File: src/design/splp_pkg.sv
package splp_pkg;

	localparam int LEFT_W   = 16;
	localparam int RIGHT_W  = 16;
	localparam int TARGET_W = 17;
	localparam int IN_W     = 56;
	localparam int OUT_W    = 24;

	localparam int GAIN_W   = 16;
	localparam int LIMIT_W  = 16;
	localparam int CFG_W    = 16;
	localparam int CFG_IDX_W = 2;

	localparam int ERR_W    = 18;
	localparam int INTEG_W  = 17;
	localparam int SUM_W    = 19;
	localparam int MIX_W    = 22;
	localparam int DIV_W    = 21;
	localparam int DIV_CNT_W = 5;
	localparam int REM_W    = 4;
	localparam int PROD_W   = 35;
	localparam int MAC_CNT_W = 4;
	localparam int SCALE_SH = 8;
	localparam int SCALED_W = PROD_W - SCALE_SH;

	localparam logic [REM_W:0] DIVISOR = 5'd10;
	localparam logic [PROD_W-1:0] ROUND_BIAS = PROD_W'(255);

	localparam logic [CFG_IDX_W-1:0] CFG_GAIN_P   = 2'd0;
	localparam logic [CFG_IDX_W-1:0] CFG_GAIN_I   = 2'd1;
	localparam logic [CFG_IDX_W-1:0] CFG_INT_LIMIT = 2'd2;

	localparam logic [GAIN_W-1:0]  GAIN_P_RESET = 16'hFD00;
	localparam logic [GAIN_W-1:0]  GAIN_I_RESET = 16'h0000;
	localparam logic [LIMIT_W-1:0] LIMIT_RESET  = 16'd8000;

	localparam logic [OUT_W-1:0] OUT_MAX = 24'h7FFFFF;
	localparam logic [OUT_W-1:0] OUT_MIN = 24'h800000;

	typedef enum logic [3:0] {
		ST_IDLE,
		ST_DIV1_GO,
		ST_DIV1,
		ST_DIV2_GO,
		ST_DIV2,
		ST_INTEG,
		ST_MAC_GO,
		ST_MAC,
		ST_OUT
	} state_t;

endpackage

File: src/design/splp_div10.sv
module splp_div10 (
	input  logic                           clk,
	input  logic                           arst_n,
	input  logic                           start,
	input  logic [splp_pkg::DIV_W-1:0]     dividend,
	output logic                           done,
	output logic [splp_pkg::DIV_W-1:0]     quotient
);

	logic [splp_pkg::DIV_W-1:0]     sh_q;
	logic [splp_pkg::REM_W-1:0]     rem_q;
	logic [splp_pkg::DIV_CNT_W-1:0] cnt_q;
	logic                           busy_q;
	logic                           done_q;
	logic [splp_pkg::REM_W:0]       trial;
	logic                           ge;
	logic [splp_pkg::REM_W:0]       diff;

	assign trial = {rem_q, sh_q[splp_pkg::DIV_W-1]};
	assign ge    = (trial >= splp_pkg::DIVISOR);
	assign diff  = trial - splp_pkg::DIVISOR;

	always_ff @(posedge clk or negedge arst_n) begin
		if (!arst_n) begin
			busy_q <= 1'b0;
			done_q <= 1'b0;
			cnt_q  <= '0;
		end else begin
			done_q <= 1'b0;
			if (start) begin
				busy_q <= 1'b1;
				cnt_q  <= '0;
			end else if (busy_q) begin
				cnt_q <= cnt_q + 1'b1;
				if (cnt_q == splp_pkg::DIV_CNT_W'(splp_pkg::DIV_W - 1)) begin
					busy_q <= 1'b0;
					done_q <= 1'b1;
				end
			end
		end
	end

	always_ff @(posedge clk) begin
		if (start) begin
			sh_q  <= dividend;
			rem_q <= '0;
		end else if (busy_q) begin
			sh_q  <= {sh_q[splp_pkg::DIV_W-2:0], ge};
			rem_q <= ge ? diff[splp_pkg::REM_W-1:0] : trial[splp_pkg::REM_W-1:0];
		end
	end

	assign done     = done_q;
	assign quotient = sh_q;

endmodule

File: src/design/splp_mac.sv
module splp_mac (
	input  logic                                 clk,
	input  logic                                 arst_n,
	input  logic                                 start,
	input  logic signed [splp_pkg::ERR_W-1:0]    ferr,
	input  logic signed [splp_pkg::INTEG_W-1:0]  integ,
	input  logic [splp_pkg::GAIN_W-1:0]          gain_p,
	input  logic [splp_pkg::GAIN_W-1:0]          gain_i,
	output logic                                 done,
	output logic signed [splp_pkg::PROD_W-1:0]   product
);

	logic [splp_pkg::GAIN_W-1:0]          gp_q;
	logic [splp_pkg::GAIN_W-1:0]          gi_q;
	logic signed [splp_pkg::ERR_W-1:0]    f_q;
	logic signed [splp_pkg::INTEG_W-1:0]  a_q;
	logic signed [splp_pkg::PROD_W-1:0]   p_q;
	logic [splp_pkg::MAC_CNT_W-1:0]       cnt_q;
	logic                                 busy_q;
	logic                                 done_q;
	logic signed [splp_pkg::PROD_W-1:0]   tf;
	logic signed [splp_pkg::PROD_W-1:0]   ti;
	logic signed [splp_pkg::PROD_W-1:0]   tf_raw;
	logic signed [splp_pkg::PROD_W-1:0]   ti_raw;
	logic                                 first;

	assign first  = (cnt_q == '0);
	assign tf_raw = gp_q[splp_pkg::GAIN_W-1] ? splp_pkg::PROD_W'(f_q) : '0;
	assign ti_raw = gi_q[splp_pkg::GAIN_W-1] ? splp_pkg::PROD_W'(a_q) : '0;
	assign tf     = first ? -tf_raw : tf_raw;
	assign ti     = first ? -ti_raw : ti_raw;

	always_ff @(posedge clk or negedge arst_n) begin
		if (!arst_n) begin
			busy_q <= 1'b0;
			done_q <= 1'b0;
			cnt_q  <= '0;
		end else begin
			done_q <= 1'b0;
			if (start) begin
				busy_q <= 1'b1;
				cnt_q  <= '0;
			end else if (busy_q) begin
				cnt_q <= cnt_q + 1'b1;
				if (cnt_q == splp_pkg::MAC_CNT_W'(splp_pkg::GAIN_W - 1)) begin
					busy_q <= 1'b0;
					done_q <= 1'b1;
				end
			end
		end
	end

	always_ff @(posedge clk) begin
		if (start) begin
			gp_q <= gain_p;
			gi_q <= gain_i;
			f_q  <= ferr;
			a_q  <= integ;
			p_q  <= '0;
		end else if (busy_q) begin
			gp_q <= gp_q << 1;
			gi_q <= gi_q << 1;
			p_q  <= (p_q <<< 1) + tf + ti;
		end
	end

	assign done    = done_q;
	assign product = p_q;

endmodule

File: src/design/speed_pi_loop_with_lowpass_unit.sv
// Each request passes through two bit-serial divisions by ten and a bit-serial
// multiply-accumulate over the gain bits; one request is handled at a time, and the next
// is accepted only once the previous result is in the output register.
// A new request is taken while the previous result still waits on the output side.
// Reset (arst_n low, asynchronous): filter and integral state cleared, gains and
// limit back to their defaults, output empty.
module speed_pi_loop_with_lowpass_unit (
	input  logic                              clk,
	input  logic                              arst_n,
	input  logic                              s_axis_tvalid,
	output logic                              s_axis_tready,
	// left_count[15:0], right_count[31:16], target_speed[48:32], zero pad[55:49]
	input  logic [splp_pkg::IN_W-1:0]         s_axis_tdata,
	output logic                              m_axis_tvalid,
	input  logic                              m_axis_tready,
	// drive_value[23:0]
	output logic [splp_pkg::OUT_W-1:0]        m_axis_tdata,
	input  logic                              cfg_we,
	input  logic [splp_pkg::CFG_IDX_W-1:0]    cfg_index,
	input  logic [splp_pkg::CFG_W-1:0]        cfg_data
);

	splp_pkg::state_t state_q, state_d;

	logic [splp_pkg::GAIN_W-1:0]          gain_p_q;
	logic [splp_pkg::GAIN_W-1:0]          gain_i_q;
	logic [splp_pkg::LIMIT_W-1:0]         limit_q;
	logic signed [splp_pkg::ERR_W-1:0]    f_q;
	logic signed [splp_pkg::INTEG_W-1:0]  integ_q;
	logic signed [splp_pkg::ERR_W-1:0]    err_q;
	logic                                 neg_q;
	logic                                 out_valid_q;
	logic [splp_pkg::OUT_W-1:0]           out_data_q;

	logic signed [splp_pkg::LEFT_W-1:0]   in_left;
	logic signed [splp_pkg::RIGHT_W-1:0]  in_right;
	logic signed [splp_pkg::TARGET_W-1:0] in_target;
	logic signed [splp_pkg::ERR_W-1:0]    err_new;

	logic signed [splp_pkg::MIX_W-1:0]    f7;
	logic signed [splp_pkg::MIX_W-1:0]    f_div;
	logic signed [splp_pkg::MIX_W-1:0]    mix;
	logic signed [splp_pkg::MIX_W-1:0]    quot_s;
	logic signed [splp_pkg::ERR_W-1:0]    f_res;
	logic signed [splp_pkg::MIX_W-1:0]    f7_abs;
	logic signed [splp_pkg::MIX_W-1:0]    mix_abs;

	logic signed [splp_pkg::SUM_W-1:0]    isum;
	logic signed [splp_pkg::SUM_W-1:0]    lim_pos;
	logic signed [splp_pkg::SUM_W-1:0]    lim_neg;
	logic signed [splp_pkg::SUM_W-1:0]    iclamp;

	logic signed [splp_pkg::PROD_W-1:0]   prod;
	logic signed [splp_pkg::PROD_W-1:0]   prod_b;
	logic signed [splp_pkg::SCALED_W-1:0] scaled;
	logic                                 fits;
	logic [splp_pkg::OUT_W-1:0]           y_sat;

	logic                                 div_start;
	logic [splp_pkg::DIV_W-1:0]           div_dividend;
	logic                                 div_done;
	logic [splp_pkg::DIV_W-1:0]           div_quot;
	logic                                 mac_start;
	logic                                 mac_done;
	logic                                 out_push;

	assign in_left   = s_axis_tdata[15:0];
	assign in_right  = s_axis_tdata[31:16];
	assign in_target = s_axis_tdata[48:32];
	assign err_new   = splp_pkg::ERR_W'(in_left) + splp_pkg::ERR_W'(in_right)
		- splp_pkg::ERR_W'(in_target);

	assign f_div   = splp_pkg::MIX_W'(f_q);
	assign f7      = (f_div <<< 3) - f_div;
	assign f7_abs  = f7[splp_pkg::MIX_W-1] ? -f7 : f7;
	assign mix     = (f_div <<< 3) + (f_div <<< 1)
		+ (splp_pkg::MIX_W'(err_q) <<< 1) + splp_pkg::MIX_W'(err_q);
	assign mix_abs = mix[splp_pkg::MIX_W-1] ? -mix : mix;

	assign quot_s = neg_q ? -$signed({1'b0, div_quot}) : $signed({1'b0, div_quot});
	assign f_res  = quot_s[splp_pkg::ERR_W-1:0];

	assign isum    = splp_pkg::SUM_W'(integ_q) + splp_pkg::SUM_W'(f_q);
	assign lim_pos = $signed({{(splp_pkg::SUM_W-splp_pkg::LIMIT_W){1'b0}}, limit_q});
	assign lim_neg = -lim_pos;
	always_comb begin
		iclamp = isum;
		if (isum > lim_pos)
			iclamp = lim_pos;
		if (isum < lim_neg)
			iclamp = lim_neg;
	end

	assign prod_b = prod[splp_pkg::PROD_W-1] ? prod + $signed(splp_pkg::ROUND_BIAS) : prod;
	assign scaled = splp_pkg::SCALED_W'(prod_b >>> splp_pkg::SCALE_SH);
	assign fits   = (&scaled[splp_pkg::SCALED_W-1:splp_pkg::OUT_W-1])
		| ~(|scaled[splp_pkg::SCALED_W-1:splp_pkg::OUT_W-1]);
	assign y_sat  = fits ? scaled[splp_pkg::OUT_W-1:0]
		: (scaled[splp_pkg::SCALED_W-1] ? splp_pkg::OUT_MIN : splp_pkg::OUT_MAX);

	splp_div10 u_div (
		.clk      (clk),
		.arst_n   (arst_n),
		.start    (div_start),
		.dividend (div_dividend),
		.done     (div_done),
		.quotient (div_quot)
	);

	splp_mac u_mac (
		.clk     (clk),
		.arst_n  (arst_n),
		.start   (mac_start),
		.ferr    (f_q),
		.integ   (integ_q),
		.gain_p  (gain_p_q),
		.gain_i  (gain_i_q),
		.done    (mac_done),
		.product (prod)
	);

	always_comb begin
		state_d       = state_q;
		s_axis_tready = 1'b0;
		div_start     = 1'b0;
		div_dividend  = f7_abs[splp_pkg::DIV_W-1:0];
		mac_start     = 1'b0;
		out_push      = 1'b0;
		case (state_q)
			splp_pkg::ST_IDLE: begin
				s_axis_tready = 1'b1;
				if (s_axis_tvalid)
					state_d = splp_pkg::ST_DIV1_GO;
			end
			splp_pkg::ST_DIV1_GO: begin
				div_start = 1'b1;
				state_d   = splp_pkg::ST_DIV1;
			end
			splp_pkg::ST_DIV1: begin
				if (div_done)
					state_d = splp_pkg::ST_DIV2_GO;
			end
			splp_pkg::ST_DIV2_GO: begin
				div_start    = 1'b1;
				div_dividend = mix_abs[splp_pkg::DIV_W-1:0];
				state_d      = splp_pkg::ST_DIV2;
			end
			splp_pkg::ST_DIV2: begin
				if (div_done)
					state_d = splp_pkg::ST_INTEG;
			end
			splp_pkg::ST_INTEG: begin
				state_d = splp_pkg::ST_MAC_GO;
			end
			splp_pkg::ST_MAC_GO: begin
				mac_start = 1'b1;
				state_d   = splp_pkg::ST_MAC;
			end
			splp_pkg::ST_MAC: begin
				if (mac_done)
					state_d = splp_pkg::ST_OUT;
			end
			splp_pkg::ST_OUT: begin
				if (!out_valid_q || m_axis_tready) begin
					out_push = 1'b1;
					state_d  = splp_pkg::ST_IDLE;
				end
			end
			default: begin
				state_d = splp_pkg::ST_IDLE;
			end
		endcase
	end

	always_ff @(posedge clk or negedge arst_n) begin
		if (!arst_n) begin
			state_q     <= splp_pkg::ST_IDLE;
			out_valid_q <= 1'b0;
			f_q         <= '0;
			integ_q     <= '0;
			gain_p_q    <= splp_pkg::GAIN_P_RESET;
			gain_i_q    <= splp_pkg::GAIN_I_RESET;
			limit_q     <= splp_pkg::LIMIT_RESET;
		end else begin
			state_q <= state_d;
			if (out_push)
				out_valid_q <= 1'b1;
			else if (m_axis_tready)
				out_valid_q <= 1'b0;
			if (cfg_we) begin
				case (cfg_index)
					splp_pkg::CFG_GAIN_P:    gain_p_q <= cfg_data;
					splp_pkg::CFG_GAIN_I:    gain_i_q <= cfg_data;
					splp_pkg::CFG_INT_LIMIT: limit_q  <= cfg_data;
					default: ;
				endcase
			end
			if ((state_q == splp_pkg::ST_DIV1 || state_q == splp_pkg::ST_DIV2) && div_done)
				f_q <= f_res;
			if (state_q == splp_pkg::ST_INTEG)
				integ_q <= iclamp[splp_pkg::INTEG_W-1:0];
		end
	end

	always_ff @(posedge clk) begin
		if (s_axis_tvalid && s_axis_tready)
			err_q <= err_new;
		if (state_q == splp_pkg::ST_DIV1_GO)
			neg_q <= f7[splp_pkg::MIX_W-1];
		if (state_q == splp_pkg::ST_DIV2_GO)
			neg_q <= mix[splp_pkg::MIX_W-1];
		if (out_push)
			out_data_q <= y_sat;
	end

	assign m_axis_tvalid = out_valid_q;
	assign m_axis_tdata  = out_data_q;

endmodule

File: config.mk
export PLATFORM = sky130hd
export DESIGN_NAME = speed_pi_loop_with_lowpass_unit
export DESIGN_NICKNAME = d
export VERILOG_FILES = /design/src/design/splp_pkg.sv /design/src/design/splp_div10.sv /design/src/design/splp_mac.sv /design/src/design/speed_pi_loop_with_lowpass_unit.sv
export SDC_FILE = /design/constraint.sdc
export NUM_CORES = 1
export LEC_CHECK = 0
export BUFFER_PORTS_ARGS = -buffer_cell sky130_fd_sc_hd__buf_2
export CORE_MARGIN = 4
export CORE_UTILIZATION = 45
export CTS_BUF_LIST = sky130_fd_sc_hd__clkbuf_16
export CTS_CLUSTER_DIAMETER = 200
export DETAILED_ROUTE_END_ITERATION = 10
export GPL_TIMING_DRIVEN = 0
export PLACE_DENSITY = 0.74
export SYNTH_ARGS = -nofsm -noshare
export SYNTH_HDL_FRONTEND = slang
export SYNTH_SLANG_ARGS = --single-unit
File: constraint.sdc
create_clock -name clk -period 6.3 [get_ports clk]
set_clock_uncertainty 0.2 [all_clocks]
set_input_delay 0.63 -clock clk [delete_from_list [all_inputs] [get_ports clk]]
set_output_delay 0.63 -clock clk [all_outputs]
set_load 0.005 [all_outputs]
Word-level counts from Yosys, hierarchy flattened
Cells that the tools add are included.

word-level totals
  flip-flop bits (word level) = 271
  latch bits = 0
  memory bits (writable) = 0
  ROM bits = 0
  bits of input ports = 79
  output and inout port bits = 26
  logic and storage cells = 134
  memories = 0

cells by class
  add/subtract/negate cells = 19
  multipliers = 0
  divide/modulo/power cells = 0
  magnitude comparators = 3
  equal/unequal tests = 17
  shift operators = 0
  multiplexer cells = 51
  bitwise operators = 2
  reduce and logical (&&, ||, !) cells = 19

operators by type and width
  operator               count
  $mux 35                5
  $mux 21                5
  $add 35x35->35         2
  $neg 35->35            2
  $mux 16                4
  $mux 24                2
  $neg 21->21            2
  $pmux 4 s9             1
  $add 35x9->35 const B  1
  $mux 17                2
  $mux 4                 8
  $add 21x19->22         1
  $add 22x18->22         1
  $add 22x19->22         1
  $sub 21x18->22         1
  $mux 1                 21
  $add 17x18->19         1
  $gt 19x17->1           1
  $lt 19x19->1           1
  $neg 16->19            1
  $mux 18                1
  $neg 18->18            1
  $sub 17x17->18         1
  $add 16x16->17         1
  other kinds (27)       44

Logic depth before layout (Yosys ltp)
  word-level depth = 7
  gate-level depth with buffers = 23
  mapped depth without buffers = 22

By module
Synthesis repeated with hierarchy kept, for this count alone.

second synthesis, totals
  cells, all modules = 2396
  area total of the unflattened synthesis = 22370.2 µm²

by module, submodules not included
  module                           instances  cells an instance  area an instance (µm²)  sequential area each (µm²)
  speed_pi_loop_with_lowpass_unit  1          1477               13148.9                 3509.6
  splp_mac                         1          818                7776.2                  2862.7
  splp_div10                       1          101                1445.1                  885.8

Least setup slack after synthesis
No wires, ideal clock.

  path type = register -> register
  start = register u_mac.a_q[9] (netlist bit)
  end = register u_mac.p_q, in the netlist u_mac.product[34]
  library setup time = 0.134 ns
  data arrival time = 4.691 ns
  required time = 5.966 ns
  slack = 1.275 ns
  cell stages (with the launch flop) = 21
  buffers on the path = 0
  period minus slack after synthesis = 5.025 ns
  path through = edfxtp_1 or4_4 or2_1 or3_4 o41ai_4 nand2_4 ha_1 nor2_1 nor2_1 fa_1 inv_1 ha_1 nand3_1 nor2_1 nand2_1 o21ai_1 a21oi_1 a31o_2 o21ai_1 and4_1 a211oi_1

between the ends
  longest elaborated chain between the ends = 4

ends and longest elaborated chain
  element                 line            source
  start, declared         splp_mac.sv:16  logic signed [splp_pkg::INTEG_W-1:0] a_q;
  start signal, assigned  splp_mac.sv:58  a_q <= integ;
  $mux 35 (*)             splp_mac.sv:29  assign ti_raw = gi_q[splp_pkg::GAIN_W-1] ? splp_pkg::PROD_W'(a_q) : '0;
  $neg 35->35             splp_mac.sv:31  assign ti = first ? -ti_raw : ti_raw;
  $mux 35 (*)             splp_mac.sv:31
  $add 35x35->35 (*)      splp_mac.sv:63  p_q <= (p_q <<< 1) + tf + ti;
  end signal, assigned    splp_mac.sv:63
  end, declared           splp_mac.sv:17  logic signed [splp_pkg::PROD_W-1:0] p_q;

Every way passes the cells marked *; elsewhere a longest branch is shown, timed or not.
A chain may end at the register's enable or synchronous reset.

Worst setup path after layout
  start = register u_mac.gp_q[15] (netlist bit)
  end = register u_mac.p_q, in the netlist u_mac.product[33]

between the ends
  longest elaborated chain between the ends = 5

ends and longest elaborated chain
  element                          line            source
  start, declared                  splp_mac.sv:13  logic [splp_pkg::GAIN_W-1:0] gp_q;
  start signal, assigned           splp_mac.sv:55  gp_q <= gain_p;
  start signal, assigned           splp_mac.sv:61  gp_q <= gp_q << 1;
  $mux 35 (*)                      splp_mac.sv:28  assign tf_raw = gp_q[splp_pkg::GAIN_W-1] ? splp_pkg::PROD_W'(f_q) : '0;
  $neg 35->35                      splp_mac.sv:30  assign tf = first ? -tf_raw : tf_raw;
  $mux 35 (*)                      splp_mac.sv:30
  $add 35x35->35 (*) (2 in a row)  splp_mac.sv:63

Marks and branches as above.

==> summary.txt <==
Clk Latency, worst-skew pair - 0.60 ns
Post-synth cell types - 85
Synth cell count leaders - inv_1, nor2_1, nand2_1
Synthesis Warnings - 0
Outcome - complete, no violations
Vias in the first global route - 17600
Largest family of logic cells by synthesized area - adder cells
Element type at the critical path end - flip-flop
Antenna violations before repair - 0
RSZ-0062 raised after global routing - false
First-pass DRT Iterations - 5
Crit-path max FO - 10
Starting Density - 45.5%
PD cells - 549 nW/um^2
Setup TNS - 0 ns
CP required - 6.56 ns
I/O Buffers - 97
VDD IR-drop max - 0.000346 V
Post-Synthesis Cells - 2363
Worst-path clk slew - 0.06 ns
R2R cell count - 22
GR Overflow Total - 0
Avg Inst Size Synth - 9.20 sq um
Share of cells above drive strength 1 - 10.6%
Period utilisation layout - 97.2%
DRC violations left - 0
Power share of the sequential group - 23.5%
Fin crit period - 6.12 ns
P_leak - 0.0108 uW
Crit path kind - reg2reg
Total of max-cap violations - 0
Register area share after synthesis - 33.4%
Area grow syn2layout - 10.7%
Worst Path Arrival - 6.38 ns
CTS root buf - clkbuf_16
Global-route wire length before repair - 89000 um
Routed WL - 54400 um
CP startpoint kind - flip-flop
Die height - 228 um
Largest net degree at the start of global routing - 73
Placement Setup Slack - 0.0824 ns
# clock sinks - 271
Ports - 105
Final ANT Viol Nets - 0
Hpwl dp - 42600 um
Slew Viols, Final - 0
Clock power frac - 13.6%
Area contributors post-synth - edfxtp_1, dfrtp_1, ha_1
Final WS setup - 0.177 ns
Mapped cell area - 21700 sq um
DR vias - 17600
Hold Path Depth - 2
Hold Vio Cnt, Final - 0
Routability cong. - 0.928
GRT Overall Usage - 20.5%
Compound-Gate Fraction of Synth Area - 16.2%
Synth Area in Adders - 16.8%
Pwr Total - 13200 uW
Ys flop type - edfxtp_1
Area leader, netlist - edfxtp_1
Reg area - 7260 sq um
Comb power frac - 62.9%
Post-synth EDFFs - 131
Post-layout net count - 2816
Fillers - 4346
Die ar. - 51900 sq um
Switching part of the total power - 45.8%
Psw - 6060 uW
Most frequent cell after synthesis - inv_1
#FFs+latches synth - 271
Final antenna diode count - 0
FP Rows - 80
Tightest hold margin - 0.108 ns
Post-Synth Simple-Gate Area - 13.8%
CTS Buffer Depth - 3
Share of the synthesized area in the top cell type - 18.1%
Core box area - 47700 sq um
Multi-input gate area - 13200 sq um
Post-synthesis xor/xnor area fraction - 7.94%
Hold WC Path Type - in2reg
Cell-internal power - 7170 uW
Mux cell area share after synthesis - 5.79%
H-Tree Depth - 1
Total CTS buffers - 31
Fmax - 0.163 GHz
Die X - 228 um
Starting DRC count in detailed routing - 1227
Max transition margin - 16.8%
Synth async-reset ratio - 37.3%
DR WL/cell - 17.3 um
Mapped Nets - 2683
Via-to-Cell Ratio - 5.62
CTS tree - yes
Worst Max-Slew Pin Slew - 1.25 ns
Final setup fails - 0
-- sequential cells by signal, indices dropped and copies added, names as in the netlist --
signal          cells
u_div.done          1
neg_q               1
u_mac.done          1
u_mac.product      35
gain_p_q           16
u_mac.gi_q         16
limit_q            16
f_q                18
err_q              18
u_mac.gp_q         16
gain_i_q           16
u_mac.a_q          17
u_mac.busy_q        1
u_div.busy_q        1
u_mac.f_q          18
u_div.rem_q         4
u_div.quotient     21
u_div.cnt_q         5
m_axis_tdata       24
state_q             4
u_mac.cnt_q         4
integ_q            17
m_axis_tvalid       1
-- kinds of logic (layout without fill, tap and decap cells) --
kind of cell / count (synthesis) / count (layout)
mux: 116 / 116
fa+ha+maj: 241 / 241
flops: 271 / 271
buf+inv: 349 / 507
compound gates: 557 / 557
simple gates: 632 / 632
xor+xnor: 197 / 197
-- layer usage --
layer	vias up	routed length, um	track usage [%]
met5	-	0	0
met4	0	1840	6.74
met3	107	2580	2.50
met2	492	26400	35.9
met1	8479	23600	26.6
li1	8543	-	-
-- final timing paths --
path                                             start                             end  slack (ns)
setup / recovery              u_mac.gp_q[15]$_DFFE_PP_  u_mac.product[33]$_SDFFE_PP0P_        0.18
hold / removal                            cfg_data[15]         limit_q[15]$_DFFE_PN0P_        0.11
max in group asynchronous                       arst_n              f_q[1]$_DFFE_PN0P_        4.84
hold reg to reg            u_div.rem_q[3]$_SDFFE_PN0P_     u_div.rem_q[3]$_SDFFE_PN0P_        0.26
min in group asynchronous                       arst_n         gain_i_q[7]$_DFFE_PN0P_        0.32
setup reg to reg              u_mac.gp_q[15]$_DFFE_PP_  u_mac.product[33]$_SDFFE_PP0P_        0.18
-- per-stage QoR --
step           area, sq um  std cells  utilization, %
5_1_grt              24100       3136            50.4
6_report             24100       3136            50.4
2_1_floorplan        21700       2363               -
3_5_place_dp         23100       3077            48.3
3_3_place_gp         23000       3075            48.2
4_1_cts              24100       3136            50.4
-- placed cells by master (no fill, tap or decap), drive strengths merged, types with 9 or more instances in the layout --
| master | n |
|---|---|
| o21bai | 12 |
| edfxtp | 131 |
| mux2 | 78 |
| a211oi | 26 |
| ha | 155 |
| nand2b | 25 |
| a21oi | 164 |
| nor3 | 51 |
| nor4 | 17 |
| buf | 112 |
| o21ai | 134 |
| fa | 86 |
| mux2i | 38 |
| nor2b | 20 |
| o31ai | 17 |
| o211ai | 16 |
| or2 | 10 |
| a21o | 42 |
| inv | 285 |
| or3 | 13 |
| xnor2 | 120 |
| nand3b | 10 |
| nor2 | 188 |
| o311ai | 9 |
| o41ai | 10 |
| and3 | 12 |
| clkbuf | 91 |
| o21a | 17 |
| nand3 | 50 |
| nand4 | 15 |
| dfrtp | 88 |
| dfstp | 13 |
| dfxtp | 39 |
| a31oi | 30 |
| xor2 | 77 |
| and2 | 19 |
| o22ai | 17 |
| clkinv | 15 |
| nand2 | 177 |
-- repair_timing --
| item | in CTS | in global routing |
|---|---|---|
| hold buffers | 1 | 0 |
| setup buffers | 0 | 0 |
| endpoints found under the hold margin | 17 | 0 |
| endpoints found under the setup margin | 0 | 10 |
| resized for setup | 0 | 8 |
-- power by group through the flow --
stage	clock network, uW	registers (uW)	logic (uW)
6_report	1800	3110	8320
3_3_place_gp	0	3110	7870
5_1_grt	1910	3180	9330
2_1_floorplan	0	2950	6550
3_5_place_dp	0	3130	8170
4_1_cts	1840	3100	8220
-- worst max-delay path, cell delays in order (launching register included) --
cell and delay, ns:
edfxtp_1 0.45, clkbuf_1 0.25, clkbuf_2 0.24, clkbuf_2 0.25, nand2_1 0.15, ha_1 0.26, a21boi_0 0.35, and2_1 0.26
nor2_1 0.11, o311ai_1 0.52, fa_1 0.50, inv_1 0.07, ha_1 0.28, a21o_1 0.19, a21o_1 0.18, a21oi_1 0.22
o21ai_1 0.16, a311oi_1 0.42, a21oi_1 0.22, o211ai_1 0.30, a32oi_1 0.16, xnor2_1 0.16, o21ai_0 0.08
-- final cells by class --
type	instances	share of cell area, %
plain buffers	71	1.14
inverters	278	4.33
flip-flops and latches	271	30.2
repair buffers	100	2.30
well taps	615	3.20
clock buffers	33	3.43
clock inverters	25	0.759
multi-input cells	1743	54.7
Power figures use the tool's default switching activity.
